===== src/rtl/elp_pkg.sv =====
// Package for the epoch literal parser: shared types and constants.
// No dependencies.
package elp_pkg;

    localparam int unsigned MAG_BITS = 64;
    localparam int unsigned NS_BITS  = 30;
    localparam int unsigned CNT_BITS = 4;

    localparam logic [7:0] CH_AT    = 8'd64;
    localparam logic [7:0] CH_PLUS  = 8'd43;
    localparam logic [7:0] CH_MINUS = 8'd45;
    localparam logic [7:0] CH_DOT   = 8'd46;
    localparam logic [7:0] CH_SPACE = 8'd32;
    localparam logic [7:0] CH_TAB   = 8'd9;
    localparam logic [7:0] CH_CR    = 8'd13;
    localparam logic [7:0] CH_ZERO  = 8'd48;
    localparam logic [7:0] CH_NINE  = 8'd57;

    localparam logic [CNT_BITS-1:0] FRAC_DIGITS = 4'd9;

    localparam logic [MAG_BITS-1:0] MAG_CAP       = 64'h8000_0000_0000_0000;
    localparam logic [MAG_BITS-1:0] MAG_CAP_DIV10 = 64'd922337203685477580;
    localparam logic [NS_BITS-1:0]  NS_PER_S      = 30'd1000000000;

    localparam logic [1:0] ST_OK        = 2'd0;
    localparam logic [1:0] ST_SYNTAX    = 2'd1;
    localparam logic [1:0] ST_RANGE     = 2'd2;
    localparam logic [1:0] ST_NEG_FRAC  = 2'd3;

    localparam logic [0:0] CFG_TRAIL_SPACE = 1'b0;
    localparam logic [0:0] CFG_NORM_NEG    = 1'b1;

    // Everything the end-of-literal stage needs from the parser
    typedef struct packed {
        logic                overflowed;
        logic                syntax_ok;
        logic                is_negative;
        logic [MAG_BITS-1:0] magnitude;
        logic [NS_BITS-1:0]  fraction;
        logic [CNT_BITS-1:0] frac_count;
    } fin_t;

    // 10^(9 - count): scale for padding a short fraction
    function automatic logic [NS_BITS-1:0] pad_scale(input logic [CNT_BITS-1:0] cnt);
        logic [NS_BITS-1:0] s;
        begin
            case (cnt)
                4'd0:    s = 30'd1000000000;
                4'd1:    s = 30'd100000000;
                4'd2:    s = 30'd10000000;
                4'd3:    s = 30'd1000000;
                4'd4:    s = 30'd100000;
                4'd5:    s = 30'd10000;
                4'd6:    s = 30'd1000;
                4'd7:    s = 30'd100;
                4'd8:    s = 30'd10;
                default: s = 30'd1;
            endcase
            return s;
        end
    endfunction

endpackage


===== src/rtl/elp_parse.sv =====
// Character parser: phase machine, integer/fraction accumulation, end-of-literal register.
// Depends on elp_pkg.
module elp_parse
(
    input  logic             clk,
    input  logic             rst_n,
    input  logic             in_valid,
    output logic             in_ready,
    input  logic [7:0]       char_code,
    input  logic             last_char,
    input  logic             allow_trail,
    output logic             fin_valid,
    input  logic             fin_ready,
    output elp_pkg::fin_t    fin
);

    localparam logic [2:0] PH_AT     = 3'd0;
    localparam logic [2:0] PH_PRE    = 3'd1;
    localparam logic [2:0] PH_SIGNED = 3'd2;
    localparam logic [2:0] PH_INT    = 3'd3;
    localparam logic [2:0] PH_DOT    = 3'd4;
    localparam logic [2:0] PH_FRAC   = 3'd5;
    localparam logic [2:0] PH_TRAIL  = 3'd6;
    localparam logic [2:0] PH_ERR    = 3'd7;

    logic [2:0]                          phase_reg, phase_next;
    logic                                neg_reg, neg_next;
    logic [elp_pkg::MAG_BITS-1:0]        mag_reg, mag_next;
    logic                                ovf_reg, ovf_next;
    logic [elp_pkg::NS_BITS-1:0]         frac_reg, frac_next;
    logic [elp_pkg::CNT_BITS-1:0]        cnt_reg, cnt_next;
    logic                                fin_valid_reg;
    elp_pkg::fin_t                       fin_reg, fin_next;

    logic                                is_space, is_digit, accept;
    logic [3:0]                          digit;
    logic [elp_pkg::MAG_BITS-1:0]        mag_sum;
    logic                                int_ovf;
    logic [elp_pkg::NS_BITS-1:0]         frac_sum;

    assign accept   = in_valid && in_ready;
    assign in_ready = !fin_valid_reg || fin_ready;
    assign is_space = (char_code inside {[elp_pkg::CH_TAB:elp_pkg::CH_CR], elp_pkg::CH_SPACE});
    assign is_digit = (char_code inside {[elp_pkg::CH_ZERO:elp_pkg::CH_NINE]});
    assign digit    = char_code[3:0];

    // mag*10 + d; only taken when mag <= cap/10, so no wrap
    assign mag_sum = {mag_reg[elp_pkg::MAG_BITS-4:0], 3'b000}
                   + {mag_reg[elp_pkg::MAG_BITS-2:0], 1'b0}
                   + {{(elp_pkg::MAG_BITS-4){1'b0}}, digit};
    assign int_ovf = (mag_reg > elp_pkg::MAG_CAP_DIV10) || (mag_sum > elp_pkg::MAG_CAP);

    assign frac_sum = {frac_reg[elp_pkg::NS_BITS-4:0], 3'b000}
                    + {frac_reg[elp_pkg::NS_BITS-2:0], 1'b0}
                    + {{(elp_pkg::NS_BITS-4){1'b0}}, digit};

    always_comb
    begin
        logic take_int;
        logic take_frac;
        take_int   = 1'b0;
        take_frac  = 1'b0;
        phase_next = PH_ERR;
        neg_next   = neg_reg;
        case (phase_reg)
            PH_AT:
            begin
                phase_next = (char_code == elp_pkg::CH_AT) ? PH_PRE : PH_ERR;
            end
            PH_PRE:
            begin
                if (is_space)
                begin
                    phase_next = PH_PRE;
                end
                else if (char_code == elp_pkg::CH_PLUS)
                begin
                    phase_next = PH_SIGNED;
                end
                else if (char_code == elp_pkg::CH_MINUS)
                begin
                    phase_next = PH_SIGNED;
                    neg_next   = 1'b1;
                end
                else if (is_digit)
                begin
                    phase_next = PH_INT;
                    take_int   = 1'b1;
                end
            end
            PH_SIGNED:
            begin
                if (is_digit)
                begin
                    phase_next = PH_INT;
                    take_int   = 1'b1;
                end
            end
            PH_INT:
            begin
                if (is_digit)
                begin
                    phase_next = PH_INT;
                    take_int   = 1'b1;
                end
                else if (char_code == elp_pkg::CH_DOT)
                begin
                    phase_next = PH_DOT;
                end
                else if (allow_trail && is_space)
                begin
                    phase_next = PH_TRAIL;
                end
            end
            PH_DOT, PH_FRAC:
            begin
                if (is_digit)
                begin
                    phase_next = PH_FRAC;
                    take_frac  = 1'b1;
                end
                else if (phase_reg == PH_FRAC && allow_trail && is_space)
                begin
                    phase_next = PH_TRAIL;
                end
            end
            PH_TRAIL:
            begin
                phase_next = (allow_trail && is_space) ? PH_TRAIL : PH_ERR;
            end
            default:
            begin
                phase_next = PH_ERR;
            end
        endcase

        ovf_next = ovf_reg;
        mag_next = mag_reg;
        if (take_int && !ovf_reg)
        begin
            if (int_ovf)
            begin
                ovf_next = 1'b1;
            end
            else
            begin
                mag_next = mag_sum;
            end
        end

        frac_next = frac_reg;
        cnt_next  = cnt_reg;
        if (take_frac && cnt_reg < elp_pkg::FRAC_DIGITS)
        begin
            frac_next = frac_sum;
            cnt_next  = cnt_reg + 4'd1;
        end

        fin_next.overflowed  = ovf_next;
        fin_next.syntax_ok   = (phase_next == PH_INT) || (phase_next == PH_FRAC)
                            || (phase_next == PH_TRAIL);
        fin_next.is_negative = neg_next;
        fin_next.magnitude   = mag_next;
        fin_next.fraction    = frac_next;
        fin_next.frac_count  = cnt_next;
    end

    always_ff @(posedge clk or negedge rst_n)
    begin
        if (!rst_n)
        begin
            phase_reg     <= PH_AT;
            neg_reg       <= 1'b0;
            mag_reg       <= '0;
            ovf_reg       <= 1'b0;
            frac_reg      <= '0;
            cnt_reg       <= '0;
            fin_valid_reg <= 1'b0;
        end
        else
        begin
            if (accept)
            begin
                if (last_char)
                begin
                    phase_reg <= PH_AT;
                    neg_reg   <= 1'b0;
                    mag_reg   <= '0;
                    ovf_reg   <= 1'b0;
                    frac_reg  <= '0;
                    cnt_reg   <= '0;
                end
                else
                begin
                    phase_reg <= phase_next;
                    neg_reg   <= neg_next;
                    mag_reg   <= mag_next;
                    ovf_reg   <= ovf_next;
                    frac_reg  <= frac_next;
                    cnt_reg   <= cnt_next;
                end
            end
            if (accept && last_char)
            begin
                fin_valid_reg <= 1'b1;
            end
            else if (fin_ready)
            begin
                fin_valid_reg <= 1'b0;
            end
        end
    end

    always_ff @(posedge clk)
    begin
        if (accept && last_char)
        begin
            fin_reg <= fin_next;
        end
    end

    assign fin_valid = fin_valid_reg;
    assign fin       = fin_reg;

endmodule


===== src/rtl/elp_finish.sv =====
// End-of-literal stage: fraction padding, sign handling, range check, result register.
// Depends on elp_pkg.
module elp_finish
#(
    parameter int SECONDS_BITS = 64
)
(
    input  logic                         clk,
    input  logic                         rst_n,
    input  logic                         fin_valid,
    output logic                         fin_ready,
    input  elp_pkg::fin_t                fin,
    input  logic                         norm_neg,
    output logic                         out_valid,
    input  logic                         out_ready,
    output logic [1:0]                   status,
    output logic [63:0]                  seconds,
    output logic [elp_pkg::NS_BITS-1:0]  nanoseconds
);

    localparam logic [63:0] HALF = 64'd1 << (SECONDS_BITS - 1);

    logic                         out_valid_reg;
    logic [1:0]                   status_reg, status_next;
    logic [63:0]                  sec_reg, sec_next;
    logic [elp_pkg::NS_BITS-1:0]  ns_reg, ns_next;

    logic [2*elp_pkg::NS_BITS-1:0] ns_prod;
    logic [elp_pkg::NS_BITS-1:0]   ns_pad;
    logic                          neg, borrow, too_big;

    assign fin_ready = !out_valid_reg || out_ready;

    assign ns_prod = fin.fraction * elp_pkg::pad_scale(fin.frac_count);
    assign ns_pad  = ns_prod[elp_pkg::NS_BITS-1:0];
    assign neg     = fin.is_negative && (fin.magnitude != 64'd0);
    assign borrow  = neg && (ns_pad != '0);
    // borrowing adds one to the magnitude, so the negative limit tightens by one
    assign too_big = (neg && !borrow) ? (fin.magnitude > HALF) : (fin.magnitude >= HALF);

    always_comb
    begin
        status_next = elp_pkg::ST_OK;
        sec_next    = '0;
        ns_next     = '0;
        if (fin.overflowed)
        begin
            status_next = elp_pkg::ST_RANGE;
        end
        else if (!fin.syntax_ok)
        begin
            status_next = elp_pkg::ST_SYNTAX;
        end
        else if (borrow && !norm_neg)
        begin
            status_next = elp_pkg::ST_NEG_FRAC;
        end
        else if (too_big)
        begin
            status_next = elp_pkg::ST_RANGE;
        end
        else
        begin
            // -(m+1) is ~m
            if (borrow)
            begin
                sec_next = ~fin.magnitude;
                ns_next  = elp_pkg::NS_PER_S - ns_pad;
            end
            else if (neg)
            begin
                sec_next = 64'd0 - fin.magnitude;
                ns_next  = ns_pad;
            end
            else
            begin
                sec_next = fin.magnitude;
                ns_next  = ns_pad;
            end
        end
    end

    always_ff @(posedge clk or negedge rst_n)
    begin
        if (!rst_n)
        begin
            out_valid_reg <= 1'b0;
        end
        else if (fin_valid && fin_ready)
        begin
            out_valid_reg <= 1'b1;
        end
        else if (out_ready)
        begin
            out_valid_reg <= 1'b0;
        end
    end

    always_ff @(posedge clk)
    begin
        if (fin_valid && fin_ready)
        begin
            status_reg <= status_next;
            sec_reg    <= sec_next;
            ns_reg     <= ns_next;
        end
    end

    assign out_valid   = out_valid_reg;
    assign status      = status_reg;
    assign seconds     = sec_reg;
    assign nanoseconds = ns_reg;

endmodule


===== src/rtl/epoch_literal_parser.sv =====
// Top level of the epoch literal parser: configuration registers, parser and result stage.
// Depends on elp_pkg, elp_parse, elp_finish.
//
//  channel | signals                          | word
//  in      | in_valid/in_ready                | char_code, last_char
//  out     | out_valid/out_ready              | status, seconds, nanoseconds
//  cfg     | cfg_we, cfg_index, cfg_data      | one register bit
//
// One character accepted per cycle while in_ready is high; the parser state
// updates at acceptance. The word for a final character passes a finish
// register, then the result register that drives out_valid.
// Reset clears the parser, both valid flags and the configuration bits.
// A held result stalls the finish register, which then stalls the input.
module epoch_literal_parser
#(
    parameter int SECONDS_BITS = 64
)
(
    input  logic         clk,
    input  logic         rst_n,
    input  logic         in_valid,
    output logic         in_ready,
    input  logic [7:0]   char_code,
    input  logic         last_char,
    output logic         out_valid,
    input  logic         out_ready,
    output logic [1:0]   status,
    output logic [63:0]  seconds,
    output logic [29:0]  nanoseconds,
    input  logic         cfg_we,
    input  logic         cfg_index,
    input  logic         cfg_data
);

    logic           allow_trail_reg;
    logic           norm_neg_reg;
    logic           fin_valid;
    logic           fin_ready;
    elp_pkg::fin_t  fin;

    always_ff @(posedge clk or negedge rst_n)
    begin
        if (!rst_n)
        begin
            allow_trail_reg <= 1'b0;
            norm_neg_reg    <= 1'b0;
        end
        else if (cfg_we)
        begin
            if (cfg_index == elp_pkg::CFG_TRAIL_SPACE[0])
            begin
                allow_trail_reg <= cfg_data;
            end
            else
            begin
                norm_neg_reg <= cfg_data;
            end
        end
    end

    elp_parse u_parse
    (
        .clk         (clk),
        .rst_n       (rst_n),
        .in_valid    (in_valid),
        .in_ready    (in_ready),
        .char_code   (char_code),
        .last_char   (last_char),
        .allow_trail (allow_trail_reg),
        .fin_valid   (fin_valid),
        .fin_ready   (fin_ready),
        .fin         (fin)
    );

    elp_finish #(
        .SECONDS_BITS (SECONDS_BITS)
    ) u_finish
    (
        .clk         (clk),
        .rst_n       (rst_n),
        .fin_valid   (fin_valid),
        .fin_ready   (fin_ready),
        .fin         (fin),
        .norm_neg    (norm_neg_reg),
        .out_valid   (out_valid),
        .out_ready   (out_ready),
        .status      (status),
        .seconds     (seconds),
        .nanoseconds (nanoseconds)
    );

endmodule


===== config.mk =====
export PLATFORM = sky130hd
export DESIGN_NAME = epoch_literal_parser
export DESIGN_NICKNAME = d
export VERILOG_FILES = /design/src/rtl/elp_pkg.sv /design/src/rtl/elp_parse.sv /design/src/rtl/elp_finish.sv /design/src/rtl/epoch_literal_parser.sv
export SDC_FILE = /design/constraint.sdc
export NUM_CORES = 2
export LEC_CHECK = 0
export BUFFER_PORTS_ARGS = -buffer_cell sky130_fd_sc_hd__buf_2
export CORE_MARGIN = 4
export CORE_UTILIZATION = 55
export DETAILED_ROUTE_END_ITERATION = 16
export GPL_TIMING_DRIVEN = 0
export MAX_ROUTING_LAYER = met4
export PLACE_DENSITY = 0.72
export SLEW_MARGIN = 30
export SYNTH_ARGS = -nofsm -noshare
export SYNTH_HDL_FRONTEND = slang
export SYNTH_SLANG_ARGS = --single-unit

===== constraint.sdc =====
create_clock -name clk -period 12.39 [get_ports clk]
set_clock_uncertainty 0.2 [all_clocks]
set_input_delay 0.6195 -clock clk [delete_from_list [all_inputs] [get_ports clk]]
set_output_delay 0.6195 -clock clk [all_outputs]
set_load 0.02 [all_outputs]

== Word-level counts from Yosys, hierarchy flattened ==
Memories as Yosys holds them, arrays and structs flattened. A register that Yosys moved wholly into a read port is not among the register bits.
Cells that the tools add are included.

* Output and inout port bits: 98
* Bits of input ports: 16
* Register bits after elaboration: 304
* Memories kept: 1
* Bits in read-only memories: 480

{| class="wikitable"
|+ Memory list
! memory !! depth !! bits a word !! rd ports !! clocked after Yosys merged registers in !! write ports !! RTL line !! source
|-
| (name not given) || 16 || 30 || 1 || 1 || 0 || elp_pkg.sv:47 || <nowiki>case (cnt)</nowiki>
|}

* Multiply operators: 1
* Reductions and logical operators: 35
* $lt $le $gt $ge: 9
* Add/sub/neg operators: 7
* Mux-type cells: 45
* Bitwise operators: 3
* Equal/unequal tests: 14

{| class="wikitable"
|+ Operators by type and width
! cell !! number
|-
| $mux 64 || 5
|-
| $gt 64x64->1 const B || 2
|-
| $mux 30 || 3
|-
| $add 64x4->64 || 1
|-
| $add 64x64->64 || 1
|-
| $ge 64x64->1 const B || 1
|-
| $gt 64x60->1 const B || 1
|-
| $not 64->64 || 1
|-
| $reduce_bool 64->1 || 1
|-
| $sub 1x64->64 const A || 1
|-
| $eq 8x6->1 const B || 4
|-
| $add 30x30->30 || 1
|-
| $add 30x4->30 || 1
|-
| $mul 30x30->30 || 1
|-
| $reduce_bool 30->1 || 1
|-
| $sub 30x30->30 const A || 1
|-
| $mux 3 || 9
|-
| $mux 1 || 20
|-
| $pmux 3 s6 || 1
|-
| $eq 3x3->1 const B || 5
|-
| $logic_and 1x1->1 || 14
|-
| $mux 4 || 3
|-
| $eq 3x2->1 const B || 3
|-
| $eq 8x7->1 const B || 1
|-
| 17 further kinds || 32
|}

== Logic depth before layout (Yosys ltp) ==
* Word-level depth: 11
* Mapped depth: 34
* Mapped depth without buffers: 31

== Hierarchy ==
From an unflattened synthesis, not the netlist that was laid out.

* Cells, all modules: 3,850
* Area total of the unflattened synthesis: 35,834.4 um^2

{| class="wikitable"
|+ By module, submodules not included
! module !! area each (um^2) !! seq. area each (um^2) !! cells an instance !! times used
|-
| elp_finish || 19,879.1 || 2,907.8 || 2,151 || 1
|-
| elp_parse || 15,869.0 || 5,635.4 || 1,693 || 1
|-
| epoch_literal_parser || 86.3 || 50.0 || 6 || 1
|}

== Least setup slack after synthesis ==
No wires, ideal clock.

* Kind: flip-flop to flip-flop
* Start: register u_parse.fin_reg (netlist bit u_parse.fin[14])
* End: register u_finish.sec_reg[17] (netlist: u_finish.seconds[17]) (data pin)
* Arrival: 8.454 ns
* Clock period less this slack: 8.910 ns
* Path buffers: 4
* Setup slack: 3.480 ns
* Required time: 11.933 ns
* Cell stages (with the launch flop): 33
* Path through: edfxtp_1 > clkbuf_1 > clkbuf_1 > nand2_1 > fa_1 > inv_1 > fa_1 > fa_1 > inv_1 > fa_1 > inv_1 > fa_1 > fa_1 > fa_1 > inv_1 > fa_1 > inv_1 > ha_1 > a21o_1 > a21o_1 > a21o_1 > nor4_1 > nor3_1 > and2_1 > or4_1 > nand4_1 > and4b_1 > or4b_1 > buf_4 > buf_6 > o41ai_2 > xor2_1 > nor2_1

* Word-level cells in the longest chain between the ends: 7

{| class="wikitable"
|+ Ends and longest elaborated chain
! element !! RTL line !! source
|-
| start, declared || elp_parse.sv:33 || <nowiki>elp_pkg::fin_t fin_reg, fin_next;</nowiki>
|-
| start signal, assigned || elp_parse.sv:218 || <nowiki>fin_reg <= fin_next;</nowiki>
|-
| $mul 30x30->30 (*) || elp_finish.sv:34 || <nowiki>assign ns_prod = fin.fraction * elp_pkg::pad_scale(fin.frac_count);</nowiki>
|-
| $reduce_bool 30->1 (*) || elp_finish.sv:37 || <nowiki>assign borrow = neg && (ns_pad != '0);</nowiki>
|-
| $logic_and 1x1->1 (*) || elp_finish.sv:37 ||
|-
| $logic_not 1->1 || elp_finish.sv:39 || <nowiki>assign too_big = (neg && !borrow) ? (fin.magnitude > HALF) : (fin.magnitude >= HALF);</nowiki>
|-
| $logic_and 1x1->1 || elp_finish.sv:39 ||
|-
| $mux 1 || elp_finish.sv:39 ||
|-
| $reduce_or 4->1 (no line) || -- ||
|-
| end signal, assigned || elp_finish.sv:104 || <nowiki>sec_reg <= sec_next;</nowiki>
|-
| end, declared || elp_finish.sv:25 || <nowiki>logic [63:0] sec_reg, sec_next;</nowiki>
|}

Mark *: on every way between the ends. The rest lies on a longest branch, timed or not.
A chain may end at the register's enable or synchronous reset.

== Final worst setup path ==
* Start: register u_parse.fin_reg (netlist bit u_parse.fin[6])
* End: register u_finish.sec_reg[10] (netlist: u_finish.seconds[10]) (data pin)

The elaborated chain is that of the path after synthesis.

==> results.sh <==
export IMPL_drt_pass1_iter_count=8
export IMPL_synth_top_family_by_area="adder cells"
export IMPL_worstSetupPathType="flop to flop"
export IMPL_synth_fp_nets=4618
export IMPL_ir_drop_v=0.000458
export IMPL_n_fill_cell=5634
export IMPL_root_buffer="clkbuf_16"
export IMPL_yosys_warnings=0
export IMPL_cts_max_level=2
export IMPL_largest_reg_flops=101
export IMPL_min_period_ns=11.19
export IMPL_clockBufferDepth=3
export IMPL_numCtsBuffers=39
export IMPL_slew_viol_final=0
export IMPL_syn_to_final_growth_pct=8.58
export IMPL_synthFlopType="edfxtp_1"
export IMPL_drt_iter0_drc=3123
export IMPL_cap_violations=0
export IMPL_clock_sinks=327
export IMPL_final_area_um2=40000
export IMPL_worst_path_buf_inv=8
export IMPL_drc=0
export IMPL_fmax_mhz=89.4
export IMPL_final_common_cell="inv_1"
export IMPL_final_hold_viol_count=0
export IMPL_synth_mux_area_fraction=0.0214
export IMPL_cts_resized=0
export IMPL_ant_nets=0
export IMPL_yosys_area_share_simple=0.176
export IMPL_outcome="completed"
export IMPL_finalWirelength_mm=113
export IMPL_io_buffers=111
export IMPL_synth_seq_area_share=0.246
export IMPL_synth_area_um2=36800
export IMPL_postPlaceCellArea_um2=38600
export IMPL_ys_seq_elements=327
export IMPL_die_x_um=267
export IMPL_grt_pass1_wl_mm=176
export IMPL_crit_fanout=10
export IMPL_synth_compound_area_share=0.133
export IMPL_critPathCaptureType="flop"
export IMPL_post_cts_buffers=0
export IMPL_relSlewSlack=0.357
export IMPL_routabilityCongestion=1.03
export IMPL_yosysUniqueCellTypes=91
export IMPL_seq_area_um2=9050
export IMPL_synthAdderAreaFrac=0.297
export IMPL_critPathMostFrequentCell="fa_1"
export IMPL_grt_overflow_total=0
export IMPL_synth_async_reset_ratio=0.327
export IMPL_tritoncts="yes"
export IMPL_synthCells=3942
export IMPL_rows=94
export IMPL_critPathArrivalTime_ns=11.31
export IMPL_rsz0062_at_grt="no"
export IMPL_yosys_area_top_type_share=0.194
export IMPL_power_density_nw_per_um2=214
export IMPL_mostFrequentLayoutCells="inv_1 (485), nand2_1 (357), fa_1 (357), ha_1 (303), and2_1 (285)"
export IMPL_io_pins=114
export IMPL_timing_hold_ws_ns=0.0768
export IMPL_worst_skew_pair_late_latency_ns=0.61
export IMPL_critPathMaxStageDelay_ns=0.72
export IMPL_nets=4775
export IMPL_viasPerCell=6.10
export IMPL_dieHeight_um=267
export IMPL_die_area_um2=71100
export IMPL_synth_area_per_cell_um2=9.34
export IMPL_grt_use_total=0.328
export IMPL_synth_area_top_cells="fa_1 (19%), edfxtp_1 (16%), ha_1 (10%)"
export IMPL_drive_gt1_frac=0.0690
export IMPL_synth_xor_area_frac=0.0528
export IMPL_worst_pin_slew_ns=0.957
export IMPL_synth_edf_count=197
export IMPL_cts_reportedPaths_clkPinSlew_ns=0.06
export IMPL_antenna_found_initial=3
export IMPL_wl_per_cell_um=22.7
export IMPL_initial_core_util=0.557
export IMPL_core_area_um2=66100
export IMPL_synth_area_leader_cell="fa_1"
export IMPL_period_share=0.903
export IMPL_slowest_stage="clkbuf_1"
export IMPL_hold_buffers=1
export IMPL_leakage_nw=18.1
export IMPL_grt_max_degree=75
export IMPL_setup_tns_ns=0
export IMPL_vias=30498
export IMPL_hpwl_mm=90.6
export IMPL_grt_pass1_vias=30422
export IMPL_setup_viol=0
export IMPL_holdCritPathClass="primary input to flop"
export IMPL_crit_required_ns=12.51
export IMPL_multi_input_area_um2=25100
export IMPL_cp_top_family="adder cells"
export IMPL_crit_path_start_kind="flop"
power breakdown:
| part | internal [mW] | total, mW | switching, mW |
|---|---|---|---|
| Sequential | 1.32 | 1.52 | 0.194 |
| Combinational | 2.20 | 5.81 | 3.61 |
| Clock | 0.698 | 1.23 | 0.532 |
layout make-up:
class	count	share of cell area
Multi-Input combinational cell	2923	0.627
Sequential cell	327	0.227
Inverter	487	0.0459
Tap cell	864	0.0270
Clock buffer	46	0.0258
Buffer	205	0.0219
Timing Repair Buffer	116	0.0170
Clock inverter	26	0.00826
Antenna cell	6	0.000376
logic make-up after synthesis:
logic type | count (synthesis)
flops | 327
xor+xnor | 222
mux | 76
buf+inv | 692
fa+ha+maj | 660
compound gates | 699
simple gates | 1266
worst register-to-register path, delay by kind of cell, from the launching register on:
family                   cells  cell delay (ns)
adder cells (fa/ha/maj)      9             4.12
XOR/XNOR                     2             0.79
flip-flops                   1             0.69
AND/OR/NAND/NOR              5             1.74
AO/OA/AOI/OAI                7             1.46
buffers and inverters        8             1.93
synthesized netlist by cell type (all sizes together) (56+ instances only):
library cell    n
inv           486
fa            357
nand2         357
ha            303
and2          286
nor2          232
edfxtp        197
clkbuf        168
xnor2         143
o21ai         137
a21oi         134
dfrtp         107
xor2           79
nor3           64
a41oi          60
nand3          60
o41ai          56
metal layers:
metal	routed length (um)	vias up	share of wire	track usage
li1	-	13831	-	-
met1	44700	14982	0.39	0.411
met2	52900	1369	0.47	0.522
met3	9260	316	0.082	0.0570
met4	6490	0	0.057	0.154
met5	0	-	0	-
path summary, 6_finish.rpt:
kind	startpoint	end	slack, ns	cells past startpoint
max	u_parse.fin[6]	u_finish.seconds[10]	1.20	31
min	cfg_data	norm_neg_reg	0.08	2
max reg2reg	u_parse.fin[6]	u_finish.seconds[10]	1.20	31
min reg2reg	u_parse.frac_reg[29]	u_parse.frac_reg[29]	0.29	2
max in group asynchronous	rst_n	u_parse.mag_reg[2]	10.97	3
min in group asynchronous	rst_n	u_parse.frac_reg[9]	0.35	2
per-stage QoR:
stage | std cells | power (mW) | setup WS, ns | util
3_3_place_gp | 4917 | 7.18 | 1.11 | 0.582
3_5_place_dp | 4921 | 7.25 | 1.33 | 0.584
5_1_grt | 4997 | 9.25 | 0.843 | 0.605
2_1_floorplan | 3942 | 5.60 | 3.48 | -
6_report | 5000 | 8.56 | 1.20 | 0.605
4_1_cts | 4994 | 8.51 | 1.35 | 0.604
Note: power is estimated with default switching activity, not from simulation.
